===== src/hw/rtl/spq_pkg.sv =====
// ----------------------------------------------------------------------------
// Spectral pair quantiser package
// Shared payload types, field widths and arithmetic constants.
// ----------------------------------------------------------------------------
package spq_pkg;

	localparam int unsigned SampleW = 24;
	localparam int unsigned GainW   = 24;
	localparam int unsigned CodeW   = 16;
	localparam int unsigned LenW    = 11;
	localparam int unsigned MagW    = 15;
	localparam int unsigned ProdW   = 48;
	localparam int unsigned FracW   = 24;

	localparam logic [GainW-1:0] GainReset = 24'd65536;
	// 0.375 in the Q.24 fraction of the product.
	localparam logic [ProdW-1:0] RoundBias = 48'h00_0000_60_0000;
	localparam logic [MagW-1:0]  MagLimit  = 15'd32767;

	typedef struct packed {
		logic signed [SampleW-1:0] sample_first;
		logic signed [SampleW-1:0] sample_second;
		logic                      frame_end;
	} in_item_t;

	typedef struct packed {
		logic [CodeW-1:0] code_first;
		logic [CodeW-1:0] code_second;
		logic             frame_done;
		logic [LenW-1:0]  coded_length;
	} out_item_t;

endpackage


===== src/hw/rtl/spq_lane.sv =====
// ----------------------------------------------------------------------------
// Spectral pair quantiser lane
// Scales one sample by the gain, rounds, saturates and packs the sign code.
// ----------------------------------------------------------------------------
module spq_lane (
	input  logic                                clk,
	input  logic                                en_s1,
	input  logic                                en_s2,
	input  logic signed [spq_pkg::SampleW-1:0]  sample,
	input  logic        [spq_pkg::GainW-1:0]    gain,
	output logic        [spq_pkg::CodeW-1:0]    code
);

	logic                         neg;
	logic [spq_pkg::SampleW:0]    abs_val;
	logic [spq_pkg::ProdW-1:0]    prod_s1;
	logic                         neg_s1;
	logic [spq_pkg::ProdW-1:0]    biased;
	logic [spq_pkg::ProdW-spq_pkg::FracW-1:0] mag_full;
	logic [spq_pkg::MagW-1:0]     mag;
	logic                         sign;
	logic [spq_pkg::CodeW-1:0]    code_s2;

	assign neg     = sample[spq_pkg::SampleW-1];
	assign abs_val = neg ? (spq_pkg::SampleW+1)'(-$signed({sample[spq_pkg::SampleW-1], sample}))
	                     : {1'b0, sample};

	always_ff @(posedge clk) begin
		if (en_s1) begin
			prod_s1 <= spq_pkg::ProdW'(abs_val) * spq_pkg::ProdW'(gain);
			neg_s1  <= neg;
		end
	end

	assign biased   = prod_s1 + spq_pkg::RoundBias;
	assign mag_full = biased[spq_pkg::ProdW-1:spq_pkg::FracW];
	assign mag      = (mag_full > (spq_pkg::ProdW-spq_pkg::FracW)'(spq_pkg::MagLimit))
	                ? spq_pkg::MagLimit : mag_full[spq_pkg::MagW-1:0];
	// A result that rounds to zero carries no sign.
	assign sign     = neg_s1 && (mag != '0);

	always_ff @(posedge clk) begin
		if (en_s2) begin
			code_s2 <= {mag, sign};
		end
	end

	assign code = code_s2;

endmodule


===== src/hw/rtl/spq_merge.sv =====
// ----------------------------------------------------------------------------
// Spectral pair quantiser merge stage
// Combines the lane codes, tracks the coded length and holds the result.
// ----------------------------------------------------------------------------
module spq_merge #(
	parameter int unsigned MAX_FRAME_SAMPLES = 1024
) (
	input  logic                          clk,
	input  logic                          arst_n,
	input  logic                          load,
	input  logic [spq_pkg::CodeW-1:0]     code_first,
	input  logic [spq_pkg::CodeW-1:0]     code_second,
	input  logic                          frame_end,
	output spq_pkg::out_item_t            result
);

	localparam int unsigned CntW = $clog2(MAX_FRAME_SAMPLES + 1);
	localparam logic [CntW:0] MaxCount = (CntW+1)'(MAX_FRAME_SAMPLES);

	logic [CntW-1:0]          pos_q;
	logic [CntW-1:0]          extent_q;
	logic [CntW:0]            pos_sum;
	logic [CntW-1:0]          pos_next;
	logic [CntW-1:0]          extent_next;
	logic [spq_pkg::LenW-1:0] len_next;
	spq_pkg::out_item_t       result_q;

	assign pos_sum     = {1'b0, pos_q} + (CntW+1)'(2);
	assign pos_next    = (pos_sum > MaxCount) ? MaxCount[CntW-1:0] : pos_sum[CntW-1:0];
	assign extent_next = ((code_first | code_second) != '0) ? pos_next : extent_q;

	generate
		if (CntW >= spq_pkg::LenW) begin : g_len_trunc
			assign len_next = extent_next[spq_pkg::LenW-1:0];
		end else begin : g_len_ext
			assign len_next = {{(spq_pkg::LenW-CntW){1'b0}}, extent_next};
		end
	endgenerate

	always_ff @(posedge clk or negedge arst_n) begin
		if (!arst_n) begin
			pos_q    <= '0;
			extent_q <= '0;
		end else if (load) begin
			// The frame's last pair reports its count, then the frame restarts.
			pos_q    <= frame_end ? '0 : pos_next;
			extent_q <= frame_end ? '0 : extent_next;
		end
	end

	always_ff @(posedge clk) begin
		if (load) begin
			result_q.code_first   <= code_first;
			result_q.code_second  <= code_second;
			result_q.frame_done   <= frame_end;
			result_q.coded_length <= len_next;
		end
	end

	assign result = result_q;

endmodule


===== src/hw/rtl/spectral_pair_quantizer_unit.sv =====
// ----------------------------------------------------------------------------
// Each request passes the lane product, lane code and merge result registers.
// Throughput: one request per cycle unless stalled; both lane multipliers are
// pipelined. A stage advances whenever the one after it is empty or moving on.
// Reset clears the gain to 1/256, the frame counters and all valid flags.
// ----------------------------------------------------------------------------
// Spectral pair quantiser
// Two parallel quantiser lanes feeding a merge stage with the length counter.
// ----------------------------------------------------------------------------
module spectral_pair_quantizer_unit #(
	parameter int unsigned MAX_FRAME_SAMPLES = 1024
) (
	input  logic                        clk,
	input  logic                        arst_n,
	input  logic                        in_valid,
	output logic                        in_ready,
	input  spq_pkg::in_item_t           in_data,
	output logic                        out_valid,
	input  logic                        out_ready,
	output spq_pkg::out_item_t          out_data,
	input  logic                        cfg_we,
	input  logic [spq_pkg::GainW-1:0]   cfg_wdata
);

	logic [spq_pkg::GainW-1:0] gain_q;
	logic                      v_s1;
	logic                      v_s2;
	logic                      out_v_q;
	logic                      last_s1;
	logic                      last_s2;
	logic                      adv_s1;
	logic                      adv_s2;
	logic                      load_s1;
	logic [spq_pkg::CodeW-1:0] code_a;
	logic [spq_pkg::CodeW-1:0] code_b;

	always_ff @(posedge clk or negedge arst_n) begin
		if (!arst_n) begin
			gain_q <= spq_pkg::GainReset;
		end else if (cfg_we) begin
			gain_q <= cfg_wdata;
		end
	end

	assign adv_s2   = v_s2 && (!out_v_q || out_ready);
	assign adv_s1   = v_s1 && (!v_s2 || adv_s2);
	assign in_ready = !v_s1 || adv_s1;
	assign load_s1  = in_valid && in_ready;

	always_ff @(posedge clk or negedge arst_n) begin
		if (!arst_n) begin
			v_s1    <= 1'b0;
			v_s2    <= 1'b0;
			out_v_q <= 1'b0;
		end else begin
			if (in_ready) begin
				v_s1 <= in_valid;
			end
			if (!v_s2 || adv_s2) begin
				v_s2 <= v_s1;
			end
			if (!out_v_q || out_ready) begin
				out_v_q <= v_s2;
			end
		end
	end

	always_ff @(posedge clk) begin
		if (load_s1) begin
			last_s1 <= in_data.frame_end;
		end
		if (adv_s1) begin
			last_s2 <= last_s1;
		end
	end

	spq_lane u_lane_first (
		.clk    (clk),
		.en_s1  (load_s1),
		.en_s2  (adv_s1),
		.sample (in_data.sample_first),
		.gain   (gain_q),
		.code   (code_a)
	);

	spq_lane u_lane_second (
		.clk    (clk),
		.en_s1  (load_s1),
		.en_s2  (adv_s1),
		.sample (in_data.sample_second),
		.gain   (gain_q),
		.code   (code_b)
	);

	spq_merge #(
		.MAX_FRAME_SAMPLES (MAX_FRAME_SAMPLES)
	) u_merge (
		.clk         (clk),
		.arst_n      (arst_n),
		.load        (adv_s2),
		.code_first  (code_a),
		.code_second (code_b),
		.frame_end   (last_s2),
		.result      (out_data)
	);

	assign out_valid = out_v_q;

endmodule


===== config.mk =====
export PLATFORM = sky130hd
export DESIGN_NAME = spectral_pair_quantizer_unit
export DESIGN_NICKNAME = d
export VERILOG_FILES = /design/src/hw/rtl/spq_pkg.sv /design/src/hw/rtl/spq_lane.sv /design/src/hw/rtl/spq_merge.sv /design/src/hw/rtl/spectral_pair_quantizer_unit.sv
export SDC_FILE = /design/constraint.sdc
export NUM_CORES = 2
export LEC_CHECK = 0
export BUFFER_PORTS_ARGS = -buffer_cell sky130_fd_sc_hd__buf_2
export CORE_MARGIN = 3
export CORE_UTILIZATION = 60
export DETAILED_ROUTE_END_ITERATION = 8
export MAX_ROUTING_LAYER = met4
export PLACE_DENSITY = 0.77
export SKIP_CTS_REPAIR_TIMING = 1
export SYNTH_ARGS = -nofsm -noshare
export SYNTH_HDL_FRONTEND = slang
export SYNTH_SLANG_ARGS = --single-unit

===== constraint.sdc =====
create_clock -name clk -period 19.4 [get_ports clk]
set_input_delay 1.94 -clock clk [delete_from_list [all_inputs] [get_ports clk]]
set_output_delay 1.94 -clock clk [all_outputs]
set_load 0.1 [all_outputs]

==> After elaboration in Yosys (flattened, before gate mapping) <==
Index checks and enable logic that the tools add are counted.
{ "totals": {"ff_bits": 225, "in_bits": 78, "wordCells": 51} }
{ "classes": {"add_sub_neg": 5, "mul": 2, "magnitude_cmp": 3, "n_mux": 8, "n_bitwise": 1, "n_reduce_logical": 14} }
{ "ops": {"columns": ["op", "n"], "rows": [
  ["48-bit by 23-bit adder with 48-bit output, second input constant", 2],
  ["25-bit by 24-bit multiplier with 48-bit output", 2],
  ["25-bit two-way mux", 2],
  ["24-bit negation with 25-bit output", 2],
  ["24-bit by 15-bit greater-than comparator with 1-bit output, second input constant", 2],
  ["11-bit two-way mux", 4],
  ["15-bit two-way mux", 2],
  ["15-bit nonzero test", 2],
  ["16-bit bitwise OR", 1],
  ["16-bit nonzero test", 1],
  ["11-bit by 2-bit adder with 12-bit output, second input constant", 1],
  ["12-bit by 11-bit greater-than comparator with 1-bit output, second input constant", 1],
  ["1-bit logical AND", 5],
  ["1-bit logical NOT", 3],
  ["1-bit logical OR", 3]
]} }

==> Longest topological paths before layout <==
{ "logic_depth": {"word_depth": 7, "mapped_depth": 36, "ltp_nobuf": 34} }

==> Cells and area by module <==
From an unflattened synthesis, not the netlist that was laid out.
{ "unflattened": {"hier_cells": 4860, "hier_area_um2": 46453.3} }
{ "modules_own_cells": {"columns": ["mod", "n_inst", "cells_each", "area_each_um2"], "rows": [
  ["spq_lane (u_lane_second)", 1, 2311, 21400.5],
  ["spq_lane (u_lane_first)", 1, 2273, 21089.0],
  ["spq_merge", 1, 211, 2770.2],
  ["spectral_pair_quantizer_unit", 1, 65, 1193.6]
]} }

==> Worst setup path before layout <==
No wires, ideal clock.
{ "synth_timing": {"path_kind": "input to register", "from": "in in_data[6] (netlist name)", "to": "reg u_lane_second.prod_s1[46] (netlist name), data pin", "arrival_ns": 10.097, "t_required_ns": 19.142, "slack_ns": 9.046, "path_stages": 30, "n_path_buf": 1, "path_cell_list": "or3_1 or3_1 or4_1 or2_1 or3_4 o31ai_2 xnor2_1 buf_2 nand2_1 fa_1 fa_1 fa_1 fa_1 inv_1 fa_1 fa_1 inv_1 fa_1 inv_1 ha_1 and4_1 nor3b_1 nand3_1 o211ai_1 nor2_1 o21a_1 a21oi_1 a211o_1 a21oi_1 xnor2_1"} }
{ "synth_via": {"elab_chain_len": 3} }
{ "synth_lines": {"columns": ["item", "line_no", "source"], "rows": [
  ["start, declared", "spectral_pair_quantizer_unit.sv:17", "input spq_pkg::in_item_t in_data,"],
  ["24-bit negation with 25-bit output", "spq_lane.sv:25", "assign abs_val = neg ? (spq_pkg::SampleW+1)'(-$signed({sample[spq_pkg::SampleW-1], sample}))"],
  ["25-bit two-way mux *", "spq_lane.sv:25", null],
  ["25-bit by 24-bit multiplier with 48-bit output *", "spq_lane.sv:30", "prod_s1 <= spq_pkg::ProdW'(abs_val) * spq_pkg::ProdW'(gain);"],
  ["end signal, assigned", "spq_lane.sv:30", null],
  ["end, declared", "spq_lane.sv:16", "logic [spq_pkg::ProdW-1:0] prod_s1;"]
]} }
Mark *: on every way between the ends. The rest lies on a longest branch, timed or not.
A chain may end at the register's enable or synchronous reset.

==> Final worst setup path <==
{ "layout_timing": {"from": "in in_data[1] (netlist name)", "to": "reg u_lane_second.prod_s1[43] (netlist name), data pin"} }
Same word-level chain as after synthesis.

==> run metrics <==
via/cell ratio approximately 5.6; CP Capture Type flop; Data arrival, critical path about 12000 ps; gr ovfl total 0; first-pass GRT wire length roughly 190000 µm; Ys Warns 0; final hold vios 0; clk slew on worst S/H paths 80 ps; GPL Wtd Cong 0.970; Clock Tree Buf Depth 2; Synth Register Bits 183; TritonRoute pass-1 iters 6; endpoints failing setup 0; cell taking the most area after synthesis fa_1; largest net degree at the start of global routing just under 60; vias in the first global route 35.1k; via count 32.7k; CP max FO 25; TritonCTS clock tree built; Max transition margin a little under a quarter; setup TNS 0 ps; Root Driver clkbuf_16; DP Wirelength 86200 µm; Worst Tran Pin Value ~1100 ps; Die Y between 200 and 300 µm; min Tclk post-route 11480 ps; Worst Clk Skew 21.6 ps; Worst EP required 19640 ps; Area Overhead vs Synth 5.74%; port buffer count about 120; top post-synthesis cells by area fa_1 (44%), inv_1 (9.4%), ha_1 (9.1%); RSZ-0062 raised after global routing false; Die Wd 283 µm; total routed wirelength roughly 120000 µm; status complete, no violations; Routed Antenna Nets 0; Worst-Skew Late Latency 490 ps; initial antenna violation count 2; CTS Buf Count 17; fin. max-slew vios 0; CTS H-tree lvls 4; Rows 100; fraction of layout cells with a size suffix above 1 approximately 6.3%; Post-synth EDFFs approximately 130; Primary FF master, synth edfxtp_1; fin nets 6287; post-synthesis instance total 4861; DRC viols 0; Detailed Route Iter0 Violations ~2.4k; Netlist cell types 67; max cap viols 0; highest clock rate roughly 0.087 GHz; most used cell, CP fa_1; kind of critical path input pin to flop; Worst setup SP type input pin; Netlist Area Pre-Place 45900 µm²; gr usage total 31.5%; Synth async-reset ratio between 20% and 30%; sequential share of the synthesized area 11.4%; DR WL/cell 19.8 µm; num ports roughly 120; Clock Sinks between 150 and 200; Worst path max stage delay between 500 and 600 ps; CORE AREA 75100 µm²; Hold Crit Class flop to flop; Yosys top cell area share a little over two fifths; die area around 80000 µm²; Avg Inst Size Synth roughly 9.4 µm²; starting density of the core 61.1%; CP max stage cell or4_1; crit share post-route 59.2%
kinds of logic (layout without fill, tap and decap cells):
family | count (synthesis) | after routing | synth area share [%]
XOR/XNOR | 126 | 126 | 2.41
multiplexers | 28 | 28 | 0.682
other | 2 | 49 | 0.0164
buffers and inverters | 1403 | 1381 | 11.5
AO/OA/AOI/OAI | 305 | 305 | 4.35
AND/OR/NAND/NOR | 1475 | 1475 | 16.6
adder cells (fa/ha/maj) | 1339 | 1339 | 52.9
flip-flops | 183 | 183 | 11.4
synth_stat cells, drive strengths merged (19+ instances only):
cell type and count:
a21oi 64, inv 1154, edfxtp 134, xor2 40, xnor2 86, nor2b 29
clkbuf 241, mux2 26, nand4 21, fa 1004, nand2 587, and3 24
ha 335, nor3 19, nor2 52, a21o 41, and2 646, dfrtp 48
nand3 28, o31ai 22, o21ai 80
flip-flops by register name, indices dropped and copies added (netlist names), 11 cells and up:
register,cells
u_lane_first.code,16
u_merge.pos_q,11
u_lane_second.code,16
u_lane_first.prod_s1,27
u_lane_second.prod_s1,27
u_merge.extent_q,11
gain_q,24
u_merge.result,44
through the flow:
step                std cells  cell area, µm²  hold WS, ps  utilization [%]  setup slack, ps
floorplan                4905           46000          400                -             9050
global placement         5820           47900          403             63.8             7750
detailed placement       5820           47900          424             63.8             7550
CTS                      5852           48500          442             64.6             8040
global route             5854           48500          451             64.6             7540
finish                   5855           48500          437             64.6             7920
cell type report:
class | instances | area, µm²
multi-input cells | 3319 | 35900
fillers | 5945 | 26600
flip-flops and latches | 183 | 5250
inverters | 1155 | 4340
well taps | 969 | 1210
repair buffers | 194 | 1150
clock buffers | 17 | 425
clock inverters | 15 | 201
diodes | 3 | 7.51
worst max-delay path: cells and delay by family:
kind	cells	cell delay [ps]
compound gates	6	1830
xor+xnor	2	230
fa+ha+maj	8	3700
buf+inv	6	850
simple gates	10	3110
placed cells by master, fill, tap and decap left out, types with 6 or more instances in the layout:
master / Yosys / final
inv_1: 1154 / 1154
fa_1: 1004 / 1004
and2_1: 646 / 645
nand2_1: 587 / 587
ha_1: 335 / 335
edfxtp_1: 134 / 134
buf_2: 5 / 123
o21ai_0: 78 / 77
buf_4: 1 / 71
a21oi_1: 64 / 64
xnor2_1: 86 / 54
nor2_1: 52 / 52
conb_1: 2 / 46
dfrtp_1: 48 / 46
a21o_1: 41 / 41
xor2_1: 40 / 34
nor2b_1: 29 / 29
nand3_1: 28 / 28
mux2_2: 26 / 26
and3_1: 24 / 24
xnor2_2: 0 / 22
o31ai_1: 21 / 21
nand4_1: 21 / 21
nor3_1: 19 / 19
clkbuf_16: 0 / 17
nor4_1: 15 / 15
nand2b_1: 13 / 13
or3_1: 12 / 12
a211oi_1: 12 / 12
a31oi_1: 12 / 12
a22o_1: 12 / 12
or4_1: 11 / 11
o21bai_1: 11 / 11
xnor2_4: 0 / 10
o21a_1: 8 / 8
a21boi_0: 7 / 7
xor2_2: 0 / 6
and4_1: 6 / 6
metal layers:
| layer | part of all wire (%) | track usage, % | vias up |
|---|---|---|---|
| met5 | 0 | - | - |
| met4 | 3.0 | 8.88 | 0 |
| met3 | 8.6 | 5.86 | 221 |
| met2 | 48 | 49.9 | 1374 |
| met1 | 40 | 42.1 | 16800 |
| li1 | - | - | 14300 |
final timing paths:
| kind | startpoint | endpoint | slack [ps] | depth (start not counted) |
|---|---|---|---|---|
| max in group asynchronous | arst_n | gain_q[15] | 17180 | 2 |
| min reg2reg | last_s1 | last_s2 | 440 | 0 |
| min in group asynchronous | arst_n | v_s1 | 1620 | 2 |
| max reg2reg | gain_q[6] | u_lane_first.prod_s1[46] | 11090 | 25 |
| max | in_data[1] | u_lane_second.prod_s1[43] | 7920 | 32 |
| min | last_s1 | last_s2 | 440 | 0 |
Power is not shown: default switching activity piles up to over one toggle a cycle in this logic, so the estimate is an artifact.
